**config.mk**
```make
export PLATFORM = sky130hd
export DESIGN_NAME = psq_front
export DESIGN_NICKNAME = d
export VERILOG_FILES = /design/src/rtl/psq_pkg.sv /design/src/rtl/psq_front.sv
export SDC_FILE = /design/constraint.sdc
export NUM_CORES = 1
export LEC_CHECK = 0
export BUFFER_PORTS_ARGS = -buffer_cell sky130_fd_sc_hd__buf_2
export CORE_MARGIN = 5
export CORE_UTILIZATION = 28
export DETAILED_ROUTE_END_ITERATION = 10
export PLACE_DENSITY = 0.95
export SYNTH_ARGS = -nofsm -noshare
export SYNTH_HDL_FRONTEND = slang
export SYNTH_SLANG_ARGS = --single-unit
```
**constraint.sdc**
```tcl
create_clock -name vclk -period 2.89
set_input_delay 0 -clock vclk [all_inputs]
set_output_delay 0 -clock vclk [all_outputs]
set_load 0.05 [all_outputs]
```
**src/rtl/psq_pkg.sv**
```systemverilog
package psq_pkg;

  // Default sizes of the queue storage.
  localparam int DEPTH_DEF         = 64;
  localparam int TAG_BITS_DEF      = 16;
  localparam int DURATION_BITS_DEF = 16;

  // Fixed widths of the request and result fields.
  localparam int REQ_W   = 2;
  localparam int TAG_W   = 16;
  localparam int DUR_W   = 16;
  localparam int POS_W   = 7;
  localparam int STAT_W  = 2;
  localparam int COUNT_W = 7;
  localparam int SUM_W   = 22;

  // Request type codes as they arrive on the input port.
  localparam logic [REQ_W-1:0] REQ_APPEND = 2'd0;
  localparam logic [REQ_W-1:0] REQ_INSERT = 2'd1;
  localparam logic [REQ_W-1:0] REQ_REMOVE = 2'd2;

  // Status codes of a result.
  localparam logic [STAT_W-1:0] ST_DONE  = 2'd0;
  localparam logic [STAT_W-1:0] ST_FULL  = 2'd1;
  localparam logic [STAT_W-1:0] ST_EMPTY = 2'd2;

  // Operation after classification in the front end.
  typedef enum logic [1:0] {
    OP_APPEND,
    OP_INSERT,
    OP_REMOVE,
    OP_NONE
  } op_t;

  // One classified request as it travels from front to back.
  typedef struct packed {
    op_t              op;
    logic [TAG_W-1:0] tag;
    logic [DUR_W-1:0] dur;
    logic [POS_W-1:0] idx;
  } cmd_t;

endpackage

```
**src/rtl/psq_front.sv**
```systemverilog
module psq_front (
  input  logic                         start,
  input  logic                         q_full,
  input  logic [psq_pkg::REQ_W-1:0]    in_req_type,
  input  logic [psq_pkg::TAG_W-1:0]    in_entry_tag,
  input  logic [psq_pkg::DUR_W-1:0]    in_entry_duration,
  input  logic [psq_pkg::POS_W-1:0]    in_insert_position,
  output logic                         busy,
  output logic                         push,
  output psq_pkg::cmd_t                push_cmd
);
  import psq_pkg::*;

  // The front end holds off new requests only while the command queue is full.
  assign busy = q_full;
  assign push = start && !q_full;

  // Classify the request and turn the 1-based position into a slot index.
  always_comb begin
    push_cmd.tag = in_entry_tag;
    push_cmd.dur = in_entry_duration;
    if (in_insert_position == '0) begin
      push_cmd.idx = '0;
    end else begin
      push_cmd.idx = in_insert_position - POS_W'(1);
    end
    case (in_req_type)
      REQ_APPEND: push_cmd.op = OP_APPEND;
      REQ_INSERT: push_cmd.op = OP_INSERT;
      REQ_REMOVE: push_cmd.op = OP_REMOVE;
      default:    push_cmd.op = OP_NONE;
    endcase
  end

endmodule

```
==> flow_summary.yaml <==
final_layout:
  n_fill_cell: 178
  drive_gt1_share_pct: 48.8
  layout_common_cells: "buf_2, nor2_1, inv_1"
  area_delta_synth_final_pct: -34.2
  design.seq.count: 0
  final_nets: 90
  layout.cells.most_common: "buf_2"
  final_util_pct: 19.0
  diodes: 0
  n_clock_buffer: 0
  seq_area_sq_um: 0
  final_area_sq_um: 279
timing:
  fin_setup_tns_ps: 0
  finalHoldViolCount: 0
  hold-worst-slack_ps: 0.0193
  tightest_slew_ps: 310
  rsz0062_at_grt: "false"
  period_needed_ps: 1450
  max-slew-margin-rel_pct: 79.3
  period_share_pct: 50.2
  max_freq_mhz: 690
  finalMaxSlewViolations: 0
  setup_viol_count_final: 0
yosys:
  synth_top_family_by_area: "buffers and inverters"
  synthMuxAreaShare_pct: 2.65
  synthesis.area_sq_um: 424
  synth_compound_area_share_pct: 4.13
  syn_nets: 105
  ys_seq_area_share_pct: 0
  syn_inst: 60
  synth-xor-area-share_pct: 4.13
  yosys.area_share.adder_pct: 5.90
  synth.distinct_cells: 17
  avgSynthCellArea_sq_um: 7.07
  synth-simple-area-share_pct: 20.4
  ys_warn_count: 0
run_status:
  outcome: "finished, final reports clean"
critical_path:
  arrival_ps: 1450
  cpMaxStageDelayCell: "or4_4"
  crit_type: "input port to output pin"
  path_buf_inv: 2
  cpPeakStageDelay_ps: 540
  cp_cell_sequence: "buf_2 > or4_4 > or4_1 > nand2_1 > buf_2"
  critPathRequiredTime_ps: 2890
  cp_top_family: "simple AND/OR/NAND/NOR gates"
  critPathMostFrequentCell: "buf_2"
  crit_fanout: 4
  endpoint_kind: "output pin"
  cp-start-kind: "input port"
grt:
  grt_pass1_vias: 251
  grt_first_pass_wirelength_mm: 1.02
  grt_remaining_overflow: 0
  antenna_found_initial: 0
  grt_use_total_pct: 4.80
  grt_max_degree: 6
die:
  design.die.area_sq_mm: 0.00239
  boundaryPins: 86
  core_sq_mm: 0.00147
  die_x_microns: 48.9
  start_util_pct: 28.8
  num_rows: 14
  die_h_microns: 48.9
placement:
  hpwlAfterDp_microns: 556
  postPlaceCellArea_sq_um: 279
  gp_congestion: 0.731
  port_buffers: 18
power:
  combPwrFrac_pct: 100.0
  p_sw_uw: 47.5
  seqPwrFrac_pct: 0
  vdd_ir_drop_max_uv: 83.8
  p_leak_nw: 0.142
  swShare_pct: 72.3
  pwr-share-clk_pct: 0
  p_int_uw: 18.2
  power_density_mw_per_mm2: 236
routing:
  remaining_drc_errors: 0
  via_per_inst: 4.36
  drt_iter0_markers: 4
  wirelength_microns: 668
  drt_pass1_iterations: 4
  antenna_left: 0
  wl_per_cell_microns: 11.3
  vias: 257
clock_network:
  cts_resized: 0
  cts_hold_buffers: 0
  post_cts_buffers: 0
min_path:
  hold_class: "input port to output pin"
run:
  maxCapViolCount: 0
cell families (layout without fill, tap and decap cells):
group	Yosys count	after routing
mux	1	1
compound gates	3	3
simple gates	14	14
buf+inv	38	21
fa+ha+maj	2	2
xor+xnor	2	2
synth_stat cells (all sizes together):
| cell type | instances | area, sq um |
|---|---|---|
| or4 | 3 | 26.3 |
| mux2 | 1 | 11.3 |
| ha | 2 | 25.0 |
| clkbuf | 2 | 7.51 |
| o31ai | 1 | 7.51 |
| nor2 | 6 | 22.5 |
| nand2 | 1 | 3.75 |
| o21ai | 1 | 5.00 |
| nor2b | 1 | 6.26 |
| buf | 33 | 248 |
| nor3b | 2 | 20.0 |
| a21oi | 1 | 5.00 |
| xnor2 | 2 | 17.5 |
| and2b | 1 | 7.51 |
| inv | 3 | 11.3 |
layout make-up:
type,count,area (sq um),area share (%)
repair buffers,18,90.1,32.3
well taps,16,20.0,7.17
inverters,3,11.3,4.04
multi-input cells,22,158,56.5
per-stage QoR:
step,power (mW),cells,setup WS [ps]
2_1_floorplan,0.173,60,1550
3_3_place_gp,0.0649,59,1460
3_5_place_dp,0.0660,59,1440
4_1_cts,0.0662,59,1440
5_1_grt,0.0701,59,1410
6_report,0.0657,59,1440
per-layer routing:
metal  routed length [microns]  global-route usage (%)
met2                       345                    8.70
met3                        80                    1.22
met4                        16                    3.59
met1                       226                    4.53
met5                         0                       0
final timing paths:
path,start,to,slack (ps),depth (start not counted)
worst max-delay path,in_insert_position[0],push_cmd[5],1440,5
worst min-delay path,in_entry_duration[13],push_cmd[20],0.02,0
power groups by stage:
| stage | combinational (mW) | sequential, mW | clock, mW |
|---|---|---|---|
| 6_report | 0.0657 | 0 | 0 |
| 3_3_place_gp | 0.0649 | 0 | 0 |
| 2_1_floorplan | 0.173 | 0 | 0 |
| 4_1_cts | 0.0662 | 0 | 0 |
| 3_5_place_dp | 0.0660 | 0 | 0 |
| 5_1_grt | 0.0701 | 0 | 0 |
No activity file was read; power rests on OpenSTA's default activity.
