**config.mk**
```make
export PLATFORM = sky130hd
export DESIGN_NAME = psq_cmd_queue
export DESIGN_NICKNAME = d
export VERILOG_FILES = /design/src/rtl/psq_pkg.sv /design/src/rtl/psq_cmd_queue.sv
export SDC_FILE = /design/constraint.sdc
export NUM_CORES = 1
export LEC_CHECK = 0
export ABC_AREA = 1
export CAP_MARGIN = 10
export CORE_ASPECT_RATIO = 1.1
export CORE_MARGIN = 2
export CORE_UTILIZATION = 56
export CTS_BUF_LIST = sky130_fd_sc_hd__clkbuf_16
export DETAILED_ROUTE_END_ITERATION = 10
export DONT_BUFFER_PORTS = 1
export PLACE_DENSITY = 0.81
export SYNTH_ARGS = -nofsm -noshare
export SYNTH_HDL_FRONTEND = slang
export SYNTH_SLANG_ARGS = --single-unit
```
**constraint.sdc**
```tcl
create_clock -name clk -period 2.62 [get_ports clk]
set_input_delay 0.262 -clock clk [delete_from_list [all_inputs] [get_ports clk]]
set_output_delay 0.262 -clock clk [all_outputs]
set_load 0.01 [all_outputs]
```
**src/rtl/psq_pkg.sv**
```systemverilog
package psq_pkg;

  // Default sizes of the queue storage.
  localparam int DEPTH_DEF         = 64;
  localparam int TAG_BITS_DEF      = 16;
  localparam int DURATION_BITS_DEF = 16;

  // Fixed widths of the request and result fields.
  localparam int REQ_W   = 2;
  localparam int TAG_W   = 16;
  localparam int DUR_W   = 16;
  localparam int POS_W   = 7;
  localparam int STAT_W  = 2;
  localparam int COUNT_W = 7;
  localparam int SUM_W   = 22;

  // Request type codes as they arrive on the input port.
  localparam logic [REQ_W-1:0] REQ_APPEND = 2'd0;
  localparam logic [REQ_W-1:0] REQ_INSERT = 2'd1;
  localparam logic [REQ_W-1:0] REQ_REMOVE = 2'd2;

  // Status codes of a result.
  localparam logic [STAT_W-1:0] ST_DONE  = 2'd0;
  localparam logic [STAT_W-1:0] ST_FULL  = 2'd1;
  localparam logic [STAT_W-1:0] ST_EMPTY = 2'd2;

  // Operation after classification in the front end.
  typedef enum logic [1:0] {
    OP_APPEND,
    OP_INSERT,
    OP_REMOVE,
    OP_NONE
  } op_t;

  // One classified request as it travels from front to back.
  typedef struct packed {
    op_t              op;
    logic [TAG_W-1:0] tag;
    logic [DUR_W-1:0] dur;
    logic [POS_W-1:0] idx;
  } cmd_t;

endpackage

```
**src/rtl/psq_cmd_queue.sv**
```systemverilog
module psq_cmd_queue (
  input  logic          clk,
  input  logic          rst_n,
  input  logic          push,
  input  psq_pkg::cmd_t push_cmd,
  output logic          full,
  output logic          pop_valid,
  output psq_pkg::cmd_t pop_cmd
);
  import psq_pkg::*;

  // Two-entry command queue; the back end takes an entry every cycle.
  cmd_t       mem_r [2];
  logic       wr_ptr_r, wr_ptr_nxt;
  logic       rd_ptr_r, rd_ptr_nxt;
  logic [1:0] count_r, count_nxt;
  logic       pop;

  assign full      = (count_r == 2'd2);
  assign pop_valid = (count_r != 2'd0);
  assign pop       = pop_valid;
  assign pop_cmd   = mem_r[rd_ptr_r];

  // Pointer and fill count update.
  always_comb begin
    wr_ptr_nxt = push ? !wr_ptr_r : wr_ptr_r;
    rd_ptr_nxt = pop ? !rd_ptr_r : rd_ptr_r;
    count_nxt  = count_r + 2'(push) - 2'(pop);
  end

  always_ff @(posedge clk) begin
    if (!rst_n) begin
      wr_ptr_r <= 1'b0;
      rd_ptr_r <= 1'b0;
      count_r  <= 2'd0;
    end else begin
      wr_ptr_r <= wr_ptr_nxt;
      rd_ptr_r <= rd_ptr_nxt;
      count_r  <= count_nxt;
    end
  end

  // Entry storage.
  always_ff @(posedge clk) begin
    if (push) begin
      mem_r[wr_ptr_r] <= push_cmd;
    end
  end

endmodule

```
==> results.json <==
{
  "status": "complete, no violations",
  "cts_root_buf": "clkbuf_16",
  "dieHeight_um": 86.0,
  "clock_latency_ps": 320,
  "antenna_found_initial": 0,
  "grt_overflow": 0,
  "track_usage": 0.156,
  "dieArea_um2": 6760,
  "synthMostInstantiatedCell": "edfxtp_1",
  "rsz0062_at_grt": "no",
  "power_frac_seq": 0.529,
  "synth-edff-count": 82,
  "critical_path_class": "flop to output pin",
  "worst_setup_path_end_kind": "output pin",
  "synth_top_cell_area_share": 0.719,
  "finalHoldViolCount": 0,
  "dp.cells": 315,
  "gr-max-usage-layer": "met2",
  "period_minus_slack_ps": 1760,
  "power-per-cell-area_nw_per_um2": 819,
  "clock_power_share": 0.410,
  "comb_power_share": 0.061,
  "vias_per_cell": 4.99,
  "r2r-start": "wr_ptr_r",
  "ys_ff_latch": 87,
  "std_cell_rows": 29,
  "power_mw": 3.09,
  "gr-usage-met3": 0.0653,
  "num_vias": 1646,
  "critPathMaxStageDelay_ps": 610,
  "grt_pass1_wl_um": 7650,
  "yosys_warnings": 0,
  "place_congestion": 0.624,
  "fin_cells": 330,
  "cpMaxStageDelayCell": "dfxtp_4",
  "drv_slew": 0,
  "switching_share": 0.198,
  "grt_pass1_vias": 1575,
  "tightest_slew_ps": 849,
  "r2r_slack_ps": 1110,
  "setup_tns_ps": 0,
  "path_clk_slew_ps": 60,
  "syn_inst": 244,
  "min_path_type": "input pin to flop",
  "core_area_um2": 5840,
  "cts_sinks": 87,
  "cp_cell_sequence": "buf_12, nand2_1, o21ai_2",
  "finClkSkew_ps": 5.56,
  "drc": 0,
  "p_leak_nw": 1.44,
  "intPower_mw": 2.47,
  "antennaDiodeCount": 0,
  "synth_common_cells": "edfxtp_1, inv_1, nand2_1",
  "nets": 294,
  "path_max_fanout": 50,
  "setup_viol": 0,
  "grt_max_degree": 51,
  "start_util": 0.587,
  "cts_tree": "done",
  "maxCapViolations": 0,
  "cp.required_ps": 2360,
  "synth_area_leaders": "edfxtp_1, o21ai_2, inv_1",
  "wl_per_cell_um": 15.1,
  "portBuffers": 0,
  "fp.dieW_um": 78.6,
  "r2r_end": "mem_r[1][21]",
  "endpoint": "pop_cmd[36]",
  "ff2ff_path_depth": 2,
  "synth.largest_area_cell": "edfxtp_1",
  "synth_cell_types": 14,
  "pin_count": 87,
  "switchingPower_uw": 611,
  "max_freq_ghz": 0.569,
  "grt_use_met2": 0.267,
  "period_share": 0.670,
  "h-tree-depth": 3,
  "worst_ir_drop_vdd_v": 0.000489,
  "relSlewSlack": 0.433,
  "use_met1": 0.165,
  "totalWireLength_um": 4970,
  "ctsHoldBuffers": 0,
  "drt_first_pass_iters": 4,
  "syn-num-nets": 289,
  "synthToLayoutAreaGrowth_pct": 9.93,
  "max-clock-path-buffers": 2,
  "postCtsResizedCells": 0,
  "ant_nets": 0,
  "ys_seq_area_frac": 0.748,
  "arrival_ps": 1490,
  "nFillCells": 435,
  "avgSynthCellArea_um2": 14.0,
  "cts-buffers-inserted": 9,
  "synthArstFlopShare": 0,
  "cts_post_setup_buffers_inserted": 0,
  "synth.cell_area_um2": 3430,
  "synth_ff_type": "edfxtp_1",
  "crit_path_start_kind": "flop",
  "place_hpwl_um": 3420,
  "drive_gt1_frac": 0.225,
  "dr.first_iter.drc_count": 64
}
how the worst min path moves through the flow:
| stage | endpoint | cells after the start | slack (ps) | from |
|---|---|---|---|---|
| after floorplan | count_r[0] | 2 | 360 | rst_n |
| after global routing | mem_r[1][38] | 0 | 20 | push_cmd[38] |
| after CTS | mem_r[0][37] | 0 | 20 | push_cmd[37] |
| final | mem_r[1][34] | 0 | 30 | push_cmd[34] |
| after detailed placement | mem_r[0][6] | 0 | 360 | push_cmd[6] |
| after global placement | count_r[0] | 2 | 360 | rst_n |
cell usage in the layout, fill, tap and decap left out:
cell       count
o21ai_1        2
nand2_2        1
edfxtp_1      82
o21ai_2       37
ha_1           1
clkbuf_16      9
buf_12         1
nor2_4         1
nand3_1        1
dfxtp_4        1
nor2_1         9
inv_2          1
clkinv_1       1
nand2_1       46
o21ai_0        2
clkinv_2       2
inv_1         47
a21oi_1        1
bufinv_16      2
buf_4          2
dfxtp_1        4
state kept, by name (all words and copies together) (netlist names), named ones only:
| signal | cells |
|---|---|
| count_r | 2 |
| mem_r | 82 |
| rd_ptr_r | 1 |
| wr_ptr_r | 1 |
cell type report:
type / count / area (um^2) / area share
Clock buffer: 9 / 225 / 0.0598
Sequential cell: 87 / 2570 / 0.681
Inverter: 47 / 176 / 0.0468
Multi-Input combinational cell: 101 / 591 / 0.157
Clock inverter: 6 / 77.6 / 0.0206
Tap cell: 77 / 96.3 / 0.0256
Timing Repair Buffer: 3 / 35.0 / 0.00930
cell families after synthesis:
kind of cell,count (synthesis),synth area share
AO/OA/AOI/OAI,42,0.102
adder cells (fa/ha/maj),1,0.00365
buffers and inverters,56,0.0821
AND/OR/NAND/NOR,58,0.0646
flip-flops,87,0.748
routing by layer:
metal / wire [um] / share of wire
met1: 1780 / 0.36
met2: 2650 / 0.53
met3: 452 / 0.091
met4: 93 / 0.019
met5: 0 / 0
power groups by stage:
stage | Combinational [mW] | Sequential [mW] | Clock, mW
after CTS | 0.195 | 1.63 | 1.29
after detailed placement | 0.194 | 1.66 | 0
after global routing | 0.209 | 1.64 | 1.34
after global placement | 0.189 | 1.66 | 0
after floorplan | 0.186 | 1.65 | 0
final | 0.188 | 1.63 | 1.26
worst max-delay path: cells and delay by family (launching register included):
family / cells / cell delay, ps
flip-flops: 1 / 610
buffers and inverters: 1 / 290
AND/OR/NAND/NOR: 1 / 120
AO/OA/AOI/OAI: 1 / 100
stage by stage:
step | instance area (um^2) | hold WS [ps] | setup slack (ps) | util
6_report | 3770 | 32.3 | 864 | 0.645
3_3_place_gp | 3460 | 359 | 1100 | 0.593
3_5_place_dp | 3460 | 361 | 1080 | 0.593
4_1_cts | 3770 | 24.6 | 840 | 0.645
2_1_floorplan | 3430 | 355 | 132 | -
5_1_grt | 3770 | 17.1 | 751 | 0.645
Power figures use the tool's default switching activity.
